<file path="src/sv/weighted_usrcat_similarity_core_defines.svh">
// Assertion macros for the weighted USRCAT similarity core.
// Used by the top level only; no other dependencies.
`ifndef WEIGHTED_USRCAT_SIMILARITY_CORE_DEFINES_SVH
`define WEIGHTED_USRCAT_SIMILARITY_CORE_DEFINES_SVH
`ifndef SYNTHESIS
// same-cycle implication
`define WUSC_ASSERT_IMP(lbl, clk, rst_n, ante, cons, msg) \
  lbl: assert property (@(posedge clk) disable iff (!rst_n) (ante) |-> (cons)) \
    else $error(msg);
// next-cycle implication
`define WUSC_ASSERT_NXT(lbl, clk, rst_n, ante, cons, msg) \
  lbl: assert property (@(posedge clk) disable iff (!rst_n) (ante) |=> (cons)) \
    else $error(msg);
`else
`define WUSC_ASSERT_IMP(lbl, clk, rst_n, ante, cons, msg)
`define WUSC_ASSERT_NXT(lbl, clk, rst_n, ante, cons, msg)
`endif
`endif

</file>
<file path="src/sv/wusc_pkg.sv">
// Shared types and constants of the weighted USRCAT similarity core.
// No dependencies; imported by every module of the block.
package wusc_pkg;

  localparam int VAL_W   = 24;  // Q8.16 element
  localparam int WGT_W   = 16;  // Q4.12 weight
  localparam int PROD_W  = VAL_W + WGT_W;
  localparam int SUM_W   = 48;  // weighted sum, scale 2^-28
  localparam int CNT_W   = 7;   // element count
  localparam int SIM_W   = 17;  // Q1.16 score, 65536 is 1.0
  localparam int NUM_SEG = 5;
  localparam int IDX_W   = 3;   // configuration register index
  localparam int CFG_W   = 16;  // widest register

  localparam logic [WGT_W-1:0] WEIGHT_ONE = WGT_W'(4096);

  // division N*2^44 / (N*2^28 + S), quotient fits in SIM_W bits
  localparam int NUM_SHIFT = 44;
  localparam int DEN_SHIFT = 28;
  localparam int DEN_W     = SUM_W + 1;
  localparam int REM_W     = DEN_W + SIM_W;
  localparam int STEP_W    = 5;

  // queue between accumulator and divider
  localparam int QDEPTH = 2;
  localparam int QPTR_W = 1;
  localparam int QCNT_W = 2;

  typedef enum logic [IDX_W-1:0] {
    REG_USE_WEIGHTS     = 3'd0,
    REG_WGT_ALL         = 3'd1,
    REG_WGT_HYDROPHOBIC = 3'd2,
    REG_WGT_AROMATIC    = 3'd3,
    REG_WGT_ACCEPTOR    = 3'd4,
    REG_WGT_DONOR       = 3'd5
  } reg_idx_e;

  typedef struct packed {
    logic                          use_weights;
    logic [NUM_SEG-1:0][WGT_W-1:0] weight;
  } cfg_t;

  // one finished vector waiting for the divide
  typedef struct packed {
    logic [CNT_W-1:0] n;
    logic [SUM_W-1:0] sum;
  } job_t;

  typedef struct packed {
    logic full;
    logic empty;
  } q_stat_t;

endpackage

</file>
<file path="src/sv/wusc_front.sv">
// Accumulator front end: a pair a cycle unless stalled; weights and sums it.
// Depends on wusc_pkg; feeds finished vectors to wusc_queue.
module wusc_front import wusc_pkg::*; #(
  parameter int SEGMENT_LEN  = 12,
  parameter int MAX_ELEMENTS = 64
) (
  input  logic                    clk_i,
  input  logic                    rst_ni,
  input  cfg_t                    cfg_i,
  input  logic                    in_valid_i,
  output logic                    in_stall_o,
  input  logic signed [VAL_W-1:0] first_value_i,
  input  logic signed [VAL_W-1:0] second_value_i,
  input  logic                    last_pair_i,
  input  q_stat_t                 q_stat_i,
  output logic                    push_o,
  output job_t                    job_o
);

  localparam logic [CNT_W-1:0] MAX_CNT = CNT_W'(MAX_ELEMENTS);

  logic                    adv, accept;
  logic [CNT_W-1:0]        cnt_q, cnt_d, cnt_inc;
  logic signed [VAL_W:0]   sub;
  logic [VAL_W-1:0]        abs_diff;
  logic [WGT_W-1:0]        wgt_sel;

  logic                    s1_valid_q, s1_last_q;
  logic [VAL_W-1:0]        s1_diff_q;
  logic [WGT_W-1:0]        s1_wgt_q;
  logic [CNT_W-1:0]        s1_n_q;

  logic                    s2_valid_q, s2_last_q;
  logic [PROD_W-1:0]       s2_prod_q;
  logic [CNT_W-1:0]        s2_n_q;

  logic [SUM_W-1:0]        sum_q, sum_d, sum_tot;
  logic [SUM_W:0]          sum_ext;

  // pipeline moves unless a last pair meets a full queue
  assign adv        = !(s2_valid_q && s2_last_q && q_stat_i.full);
  assign in_stall_o = !adv;
  assign accept     = in_valid_i && adv;

  // element count, saturating
  assign cnt_inc = (cnt_q < MAX_CNT) ? cnt_q + 1'b1 : cnt_q;
  always_comb begin
    cnt_d = cnt_q;
    if (accept) begin
      cnt_d = last_pair_i ? '0 : cnt_inc;
    end
  end

  // absolute difference of the pair
  assign sub      = {first_value_i[VAL_W-1], first_value_i}
                  - {second_value_i[VAL_W-1], second_value_i};
  assign abs_diff = sub[VAL_W] ? VAL_W'(-sub) : sub[VAL_W-1:0];

  // segment weight: lowest segment whose end lies above the index wins
  always_comb begin
    wgt_sel = '0;
    if (!cfg_i.use_weights) begin
      wgt_sel = WEIGHT_ONE;
    end else begin
      for (int s = NUM_SEG - 1; s >= 0; s--) begin
        if (cnt_q < CNT_W'((s + 1) * SEGMENT_LEN)) begin
          wgt_sel = cfg_i.weight[s];
        end
      end
    end
  end

  // accumulate as stage 2 retires; saturate at full scale
  assign sum_ext = {1'b0, sum_q} + (SUM_W + 1)'(s2_prod_q);
  assign sum_tot = sum_ext[SUM_W] ? '1 : sum_ext[SUM_W-1:0];

  always_comb begin
    sum_d = sum_q;
    if (adv && s2_valid_q) begin
      sum_d = s2_last_q ? '0 : sum_tot;
    end
  end

  assign push_o    = adv && s2_valid_q && s2_last_q;
  assign job_o.n   = s2_n_q;
  assign job_o.sum = sum_tot;

  // control state
  always_ff @(posedge clk_i or negedge rst_ni) begin
    if (!rst_ni) begin
      cnt_q      <= '0;
      sum_q      <= '0;
      s1_valid_q <= 1'b0;
      s2_valid_q <= 1'b0;
    end else begin
      cnt_q <= cnt_d;
      sum_q <= sum_d;
      if (adv) begin
        s1_valid_q <= accept;
        s2_valid_q <= s1_valid_q;
      end
    end
  end

  // payload stages: difference and weight, then product
  always_ff @(posedge clk_i) begin
    if (adv) begin
      s1_diff_q <= abs_diff;
      s1_wgt_q  <= wgt_sel;
      s1_last_q <= last_pair_i;
      s1_n_q    <= cnt_inc;
      s2_prod_q <= PROD_W'(s1_diff_q) * PROD_W'(s1_wgt_q);
      s2_last_q <= s1_last_q;
      s2_n_q    <= s1_n_q;
    end
  end

endmodule

</file>
<file path="src/sv/wusc_queue.sv">
// Short queue of finished vectors between accumulator and divider.
// Depends on wusc_pkg.
module wusc_queue import wusc_pkg::*; (
  input  logic    clk_i,
  input  logic    rst_ni,
  input  logic    push_i,
  input  job_t    job_i,
  input  logic    pop_i,
  output job_t    job_o,
  output q_stat_t stat_o
);

  job_t              mem_q [QDEPTH];
  logic [QPTR_W-1:0] wr_q, rd_q;
  logic [QCNT_W-1:0] fill_q;

  assign job_o        = mem_q[rd_q];
  assign stat_o.full  = (fill_q == QCNT_W'(QDEPTH));
  assign stat_o.empty = (fill_q == '0);

  // pointers and fill count
  always_ff @(posedge clk_i or negedge rst_ni) begin
    if (!rst_ni) begin
      wr_q   <= '0;
      rd_q   <= '0;
      fill_q <= '0;
    end else begin
      if (push_i) begin
        wr_q <= wr_q + 1'b1;
      end
      if (pop_i) begin
        rd_q <= rd_q + 1'b1;
      end
      if (push_i && !pop_i) begin
        fill_q <= fill_q + 1'b1;
      end else if (pop_i && !push_i) begin
        fill_q <= fill_q - 1'b1;
      end
    end
  end

  // entry storage
  always_ff @(posedge clk_i) begin
    if (push_i) begin
      mem_q[wr_q] <= job_i;
    end
  end

endmodule

</file>
<file path="src/sv/wusc_divider.sv">
// Back end: restoring divider for N*2^44 / (N*2^28 + S), one quotient bit a
// cycle, with the result register. Depends on wusc_pkg.
module wusc_divider import wusc_pkg::*; (
  input  logic             clk_i,
  input  logic             rst_ni,
  input  job_t             job_i,
  input  q_stat_t          q_stat_i,
  output logic             pop_o,
  output logic             out_valid_o,
  input  logic             out_stall_i,
  output logic [SIM_W-1:0] similarity_o
);

  typedef enum logic [1:0] {
    ST_IDLE,
    ST_RUN,
    ST_HOLD
  } div_state_e;

  localparam logic [STEP_W-1:0] LAST_STEP = STEP_W'(SIM_W - 1);

  div_state_e        state_q;
  logic [REM_W-1:0]  rem_q;
  logic [DEN_W-1:0]  den_q;
  logic [SIM_W-1:0]  quo_q;
  logic [STEP_W-1:0] step_q;
  logic              out_valid_q;
  logic [SIM_W-1:0]  sim_q;

  logic [REM_W:0]    trial;
  logic              ge;
  logic [DEN_W-1:0]  den_load;
  logic              out_free;

  assign pop_o    = (state_q == ST_IDLE) && !q_stat_i.empty;
  assign out_free = !out_valid_q || !out_stall_i;

  // denominator N*2^28 + S
  assign den_load = (DEN_W'(job_i.n) << DEN_SHIFT) + DEN_W'(job_i.sum);

  // trial subtract of the denominator aligned to the top quotient bit
  assign trial = {1'b0, rem_q} - {2'b00, den_q, {(SIM_W - 1){1'b0}}};
  assign ge    = !trial[REM_W];

  assign out_valid_o  = out_valid_q;
  assign similarity_o = sim_q;

  always_ff @(posedge clk_i or negedge rst_ni) begin
    if (!rst_ni) begin
      state_q     <= ST_IDLE;
      out_valid_q <= 1'b0;
    end else begin
      // result register: load on handoff, clear once taken
      if ((state_q == ST_HOLD) && out_free) begin
        out_valid_q <= 1'b1;
      end else if (out_valid_q && !out_stall_i) begin
        out_valid_q <= 1'b0;
      end
      case (state_q)
        ST_IDLE: begin
          if (pop_o) begin
            rem_q   <= REM_W'(job_i.n) << NUM_SHIFT;
            den_q   <= den_load;
            quo_q   <= '0;
            step_q  <= '0;
            state_q <= ST_RUN;
          end
        end
        ST_RUN: begin
          rem_q  <= ge ? {trial[REM_W-2:0], 1'b0} : {rem_q[REM_W-2:0], 1'b0};
          quo_q  <= {quo_q[SIM_W-2:0], ge};
          step_q <= step_q + 1'b1;
          if (step_q == LAST_STEP) begin
            state_q <= ST_HOLD;
          end
        end
        ST_HOLD: begin
          if (out_free) begin
            sim_q   <= quo_q;
            state_q <= ST_IDLE;
          end
        end
        default: begin
          state_q <= ST_IDLE;
        end
      endcase
    end
  end

endmodule

</file>
<file path="src/sv/weighted_usrcat_similarity_core.sv">
// Top level of the weighted USRCAT similarity core: configuration registers,
// accumulator front end, queue and divider. Depends on wusc_pkg and the defines.
//
//  Channel  | Handshake                    | Payload
//  ---------+------------------------------+----------------------------------
//  in       | in_valid_i / in_stall_o      | first_value_i, second_value_i,
//           |                              | last_pair_i
//  out      | out_valid_o / out_stall_i    | similarity_o
//  cfg      | cfg_we_i (no wait)           | cfg_index_i, cfg_data_i
//
// One element pair is taken per cycle unless in_stall_o is high; registers
// hold difference and weight, then product, then sum. The single-bit restoring
// divider loads a vector, forms 17 quotient bits and hands off its score before
// the next, so it paces short vectors; a two-entry queue absorbs bursts.
// Reset restores the register defaults and clears the sum and count.
// in_stall_o rises only when a last pair finds the queue full; out_stall_i
// holds the result register and, through it, the divider.
`include "weighted_usrcat_similarity_core_defines.svh"

module weighted_usrcat_similarity_core import wusc_pkg::*; #(
  parameter int SEGMENT_LEN  = 12,
  parameter int MAX_ELEMENTS = 64
) (
  input  logic                    clk_i,
  input  logic                    rst_ni,
  input  logic                    cfg_we_i,
  input  logic [IDX_W-1:0]        cfg_index_i,
  input  logic [CFG_W-1:0]        cfg_data_i,
  input  logic                    in_valid_i,
  output logic                    in_stall_o,
  input  logic signed [VAL_W-1:0] first_value_i,
  input  logic signed [VAL_W-1:0] second_value_i,
  input  logic                    last_pair_i,
  output logic                    out_valid_o,
  input  logic                    out_stall_i,
  output logic [SIM_W-1:0]        similarity_o
);

  cfg_t    cfg_q, cfg_d;
  q_stat_t q_stat;
  logic    push, pop;
  job_t    push_job, pop_job;

  // register writes; unknown indexes are dropped
  always_comb begin
    cfg_d = cfg_q;
    if (cfg_we_i) begin
      case (cfg_index_i)
        REG_USE_WEIGHTS: begin
          cfg_d.use_weights = cfg_data_i[0];
        end
        REG_WGT_ALL, REG_WGT_HYDROPHOBIC, REG_WGT_AROMATIC,
        REG_WGT_ACCEPTOR, REG_WGT_DONOR: begin
          cfg_d.weight[cfg_index_i - 1'b1] = cfg_data_i;
        end
        default: begin
        end
      endcase
    end
  end

  always_ff @(posedge clk_i or negedge rst_ni) begin
    if (!rst_ni) begin
      cfg_q.use_weights <= 1'b1;
      cfg_q.weight      <= {NUM_SEG{WEIGHT_ONE}};
    end else begin
      cfg_q <= cfg_d;
    end
  end

  wusc_front #(
    .SEGMENT_LEN  (SEGMENT_LEN),
    .MAX_ELEMENTS (MAX_ELEMENTS)
  ) u_front (
    .clk_i          (clk_i),
    .rst_ni         (rst_ni),
    .cfg_i          (cfg_q),
    .in_valid_i     (in_valid_i),
    .in_stall_o     (in_stall_o),
    .first_value_i  (first_value_i),
    .second_value_i (second_value_i),
    .last_pair_i    (last_pair_i),
    .q_stat_i       (q_stat),
    .push_o         (push),
    .job_o          (push_job)
  );

  wusc_queue u_queue (
    .clk_i  (clk_i),
    .rst_ni (rst_ni),
    .push_i (push),
    .job_i  (push_job),
    .pop_i  (pop),
    .job_o  (pop_job),
    .stat_o (q_stat)
  );

  wusc_divider u_divider (
    .clk_i        (clk_i),
    .rst_ni       (rst_ni),
    .job_i        (pop_job),
    .q_stat_i     (q_stat),
    .pop_o        (pop),
    .out_valid_o  (out_valid_o),
    .out_stall_i  (out_stall_i),
    .similarity_o (similarity_o)
  );

  // checks
  `WUSC_ASSERT_IMP(a_push_room, clk_i, rst_ni, push, !q_stat.full, "push into full queue")
  `WUSC_ASSERT_IMP(a_stall_cause, clk_i, rst_ni, !q_stat.full, !in_stall_o, "stall with queue room")
  `WUSC_ASSERT_IMP(a_sim_range, clk_i, rst_ni, out_valid_o, similarity_o <= 17'd65536, "score above one")
  `WUSC_ASSERT_NXT(a_pop_drains, clk_i, rst_ni, pop && !push, !q_stat.full, "queue full after pop")

endmodule
</file>
<file path="config.mk">
export PLATFORM = sky130hd
export DESIGN_NAME = weighted_usrcat_similarity_core
export DESIGN_NICKNAME = d
export VERILOG_FILES = /design/src/sv/wusc_pkg.sv /design/src/sv/wusc_front.sv /design/src/sv/wusc_queue.sv /design/src/sv/wusc_divider.sv /design/src/sv/weighted_usrcat_similarity_core.sv
export VERILOG_INCLUDE_DIRS = /design/src /design/src/sv
export SDC_FILE = /design/constraint.sdc
export NUM_CORES = 2
export LEC_CHECK = 0
export BUFFER_PORTS_ARGS = -buffer_cell sky130_fd_sc_hd__buf_2
export CAP_MARGIN = 10
export CORE_AREA = 3 3 296 298
export DETAILED_ROUTE_END_ITERATION = 8
export DIE_AREA = 0 0 299 301
export HOLD_SLACK_MARGIN = 0.15
export SLEW_MARGIN = 25
export SYNTH_ARGS = -nofsm -noshare
export SYNTH_HDL_FRONTEND = slang
export SYNTH_SLANG_ARGS = --single-unit
</file>
<file path="constraint.sdc">
create_clock -name clk_i -period 21.2 [get_ports clk_i]
set_input_delay 5.3 -clock clk_i [delete_from_list [all_inputs] [get_ports clk_i]]
set_output_delay 5.3 -clock clk_i [all_outputs]
set_load 0.02 [all_outputs]
</file>
==> run_results.csv <==
group,metric,value,unit
die,design.core.area,85100,sq um
yosys,synth_edf_count,343,
yosys,synthArstFlopShare,29.7,%
die,initial_core_util,45.0,%
clock_network,cts_setup_buffers,0,
setup_path,crit_arrival,8.46,ns
timing,tightest_slew,1.17,ns
die,ios,92,
timing,finClkSkew,0.0466,ns
clock_network,cts_buffers,54,
timing,setup_viol,0,
die,fp.dieH,301,um
placement,portBuffers,91,
clock_network,cts_tree,"built",
setup_path,crit_type,"input pin to flip-flop",
grt,grt_util_all_layers,19.7,%
run,maxCapViolCount,0,
cells_and_area,multiInputGateArea,22000,sq um
cells_and_area,synthToLayoutAreaGrowth,8.94,%
detailed_routing,vias_per_cell,5.31,
grt,grt_max_degree,76,
timing,relSlewSlack,21.8,%
cells_and_area,layout_common_cells,"inv_1, nand2_1, edfxtp_1",
yosys,synth_area_leaders,"edfxtp_1, fa_1, dfrtp_1, ha_1, inv_1",
detailed_routing,wirelength,87.6,mm
detailed_routing,wl_per_cell,17.8,um
yosys,syn-cell-area,38300,sq um
cells_and_area,layout_commonest_cell,"inv_1",
clock_network,clock_sinks,488,
yosys,syn_nets,4325,
setup_path,critPathMaxFanout,4,
setup_path,cp_slowest_cell,"fa_1",
detailed_routing,vias,26109,
die,die_x,299,um
yosys,syn_avg_cell_area,10.4,sq um
setup_path,required,21.54,ns
die,rows,107,
clock_network,clk_pin_slew_worst_paths,0.06,ns
timing,period_share,38.3,%
min_path,hold_path_class,"flip-flop to flip-flop",
clock_network,ctsRootBufferMaster,"clkbuf_16",
grt,antenna_found_initial,1,
cells_and_area,fill_cells,7932,
setup_path,end_kind,"flip-flop",
timing,maxSlewViolCount,0,
timing,tns,0,ns
die,die_area,90000,sq um
setup_path,cp-start-kind,"input pin",
cells_and_area,final_nets,4354,
timing,rsz0062_at_grt,"false",
cells_and_area,register_area,13900,sq um
clock_network,htree_levels,2,
yosys,ys_seq_elements,488,
setup_path,critPathMaxStageDelay,0.42,ns
clock_network,cts_resized,0,
detailed_routing,drtPass1Iterations,5,
setup_path,path_cells,"buf_2 -> inv_1 -> ha_1 -> inv_1 -> fa_1 -> a211oi_2 -> o21ai_1 -> xor2_1 -> a2111oi_0 -> and4bb_1 -> nand2_1 -> nor3b_2 -> nand3_1 -> o31ai_1 -> xor2_1",
timing,hold_viol,0,
yosys,yosysWarnings,0,
grt,grt_pass1_vias,26779,
yosys,synth_cell_types,89,
yosys,yosysTopAreaCellShare,26.9,%
detailed_routing,drc,0,
outcome,run_status,"finished clean",
placement,gp_congestion,0.820,
detailed_routing,drt_iter0_markers,1472,
yosys,synth_largest_area_cell,"edfxtp_1",
placement,dp_hpwl,64.4,mm
clock_network,clk_path_buf_depth,3,
timing,finalCriticalPeriod,8.12,ns
cells_and_area,diodes,0,
cells_and_area,drive_gt1_share,10.5,%
yosys,syn_inst,3701,
yosys,ys_seq_area_share,36.4,%
grt,grt-ovfl-total,0,
timing,clock.fmax,123,MHz
yosys,ys.flop_type,"edfxtp_1",
clock_network,clock_latency,0.63,ns
detailed_routing,antenna_left,0,
grt,grt_pass1_wl,144,mm
clock_network,ctsHoldBuffers,0,
[final cells by class]
type / count / share of cell area, %
clock buffers: 74 / 3.71
clock inverters: 27 / 0.533
flip-flops and latches: 488 / 33.4
well taps: 1144 / 3.43
multi-input cells: 2575 / 52.8
repair buffers: 127 / 1.85
inverters: 484 / 4.35
[synthesized netlist by cell type, drive strengths merged, types with 52 or more instances]
cell	number
fa	310
clkbuf	127
nand3	52
inv	484
ha	241
xnor2	120
dfrtp	139
nand2	459
a21o	86
and2	192
edfxtp	343
xor2	64
mux2	127
o21ai	99
a21oi	194
nor2	129
[flip-flops by register name, indices dropped and copies added (netlist names)]
| name | cells |
|---|---|
| u_front.s1_n_q | 7 |
| cfg_q | 81 |
| u_queue.wr_q | 1 |
| u_queue.rd_q | 1 |
| u_front.s1_last_q | 1 |
| u_front.cnt_q | 7 |
| u_queue.mem_q | 110 |
| u_front.s1_valid_q | 1 |
| u_divider.state_q | 2 |
| u_divider.out_valid_o | 1 |
| u_front.s2_n_q | 7 |
| u_front.s2_last_q | 1 |
| u_divider.rem_q | 49 |
| u_front.s1_diff_q | 24 |
| u_front.sum_q | 48 |
| u_divider.similarity_o | 17 |
| u_front.s2_valid_q | 1 |
| u_divider.den_q | 49 |
| u_divider.step_q | 5 |
| u_divider.quo_q | 17 |
| u_front.s2_prod_q | 40 |
| u_queue.fill_q | 2 |
| u_front.s1_wgt_q | 16 |
[critical path: cells and delay by family]
family | cells | cell delay (ns)
fa+ha+maj | 2 | 0.59
compound gates | 4 | 1.17
buf+inv | 3 | 0.20
simple gates | 4 | 0.89
xor+xnor | 2 | 0.29
[per-stage QoR]
stage / setup WS [ns] / util [%] / area (sq um) / hold WS (ns) / cells
after global placement: 12.23 / 46.9 / 39900 / 0.403 / 4812
final: 13.08 / 49.0 / 41800 / 0.419 / 4919
after CTS: 12.82 / 49.0 / 41700 / 0.419 / 4915
after global routing: 12.65 / 49.0 / 41800 / 0.428 / 4919
after detailed placement: 12.19 / 46.9 / 39900 / 0.405 / 4814
after floorplan: 10.44 / - / 38300 / 0.400 / 3701
[path summary, 6_finish.rpt]
| path | slack (ns) | depth (start not counted) | from | to |
|---|---|---|---|---|
| setup / recovery | 13.08 | 15 | first_value_i[0] | u_front.s1_diff_q[19]$_DFFE_PN_ |
| hold / removal | 0.42 | 0 | u_front.s1_n_q[6]$_DFFE_PN_ | u_front.s2_n_q[6]$_DFFE_PN_ |
| setup reg to reg | 13.38 | 20 | u_front.s1_wgt_q[14]$_SDFFCE_PN0N_ | u_front.s2_prod_q[39]$_DFFE_PN_ |
| hold reg to reg | 0.42 | 0 | u_front.s1_n_q[6]$_DFFE_PN_ | u_front.s2_n_q[6]$_DFFE_PN_ |
| max in group asynchronous | 14.97 | 3 | rst_ni | u_front.sum_q[7]$_DFFE_PN0P_ |
| min in group asynchronous | 4.60 | 1 | rst_ni | u_front.sum_q[31]$_DFFE_PN0P_ |
[cells by family (layout without fill, tap and decap cells)]
group | after synthesis | in the layout | synth area share (%)
simple gates | 1006 | 1006 | 12.5
compound gates | 698 | 698 | 12.5
mux | 136 | 136 | 3.97
xor+xnor | 184 | 184 | 4.20
buf+inv | 638 | 712 | 6.38
fa+ha+maj | 551 | 551 | 24.1
flops | 488 | 488 | 36.4
[per-layer routing]
layer | track usage [%] | part of all wire [%]
met1 | 26.9 | 45
met2 | 33.3 | 48
met3 | 2.84 | 4.9
met4 | 5.03 | 2.3
met5 | 0 | 0
Power is not shown: default switching activity piles up to over one toggle a cycle in this logic, so the estimate is an artifact.
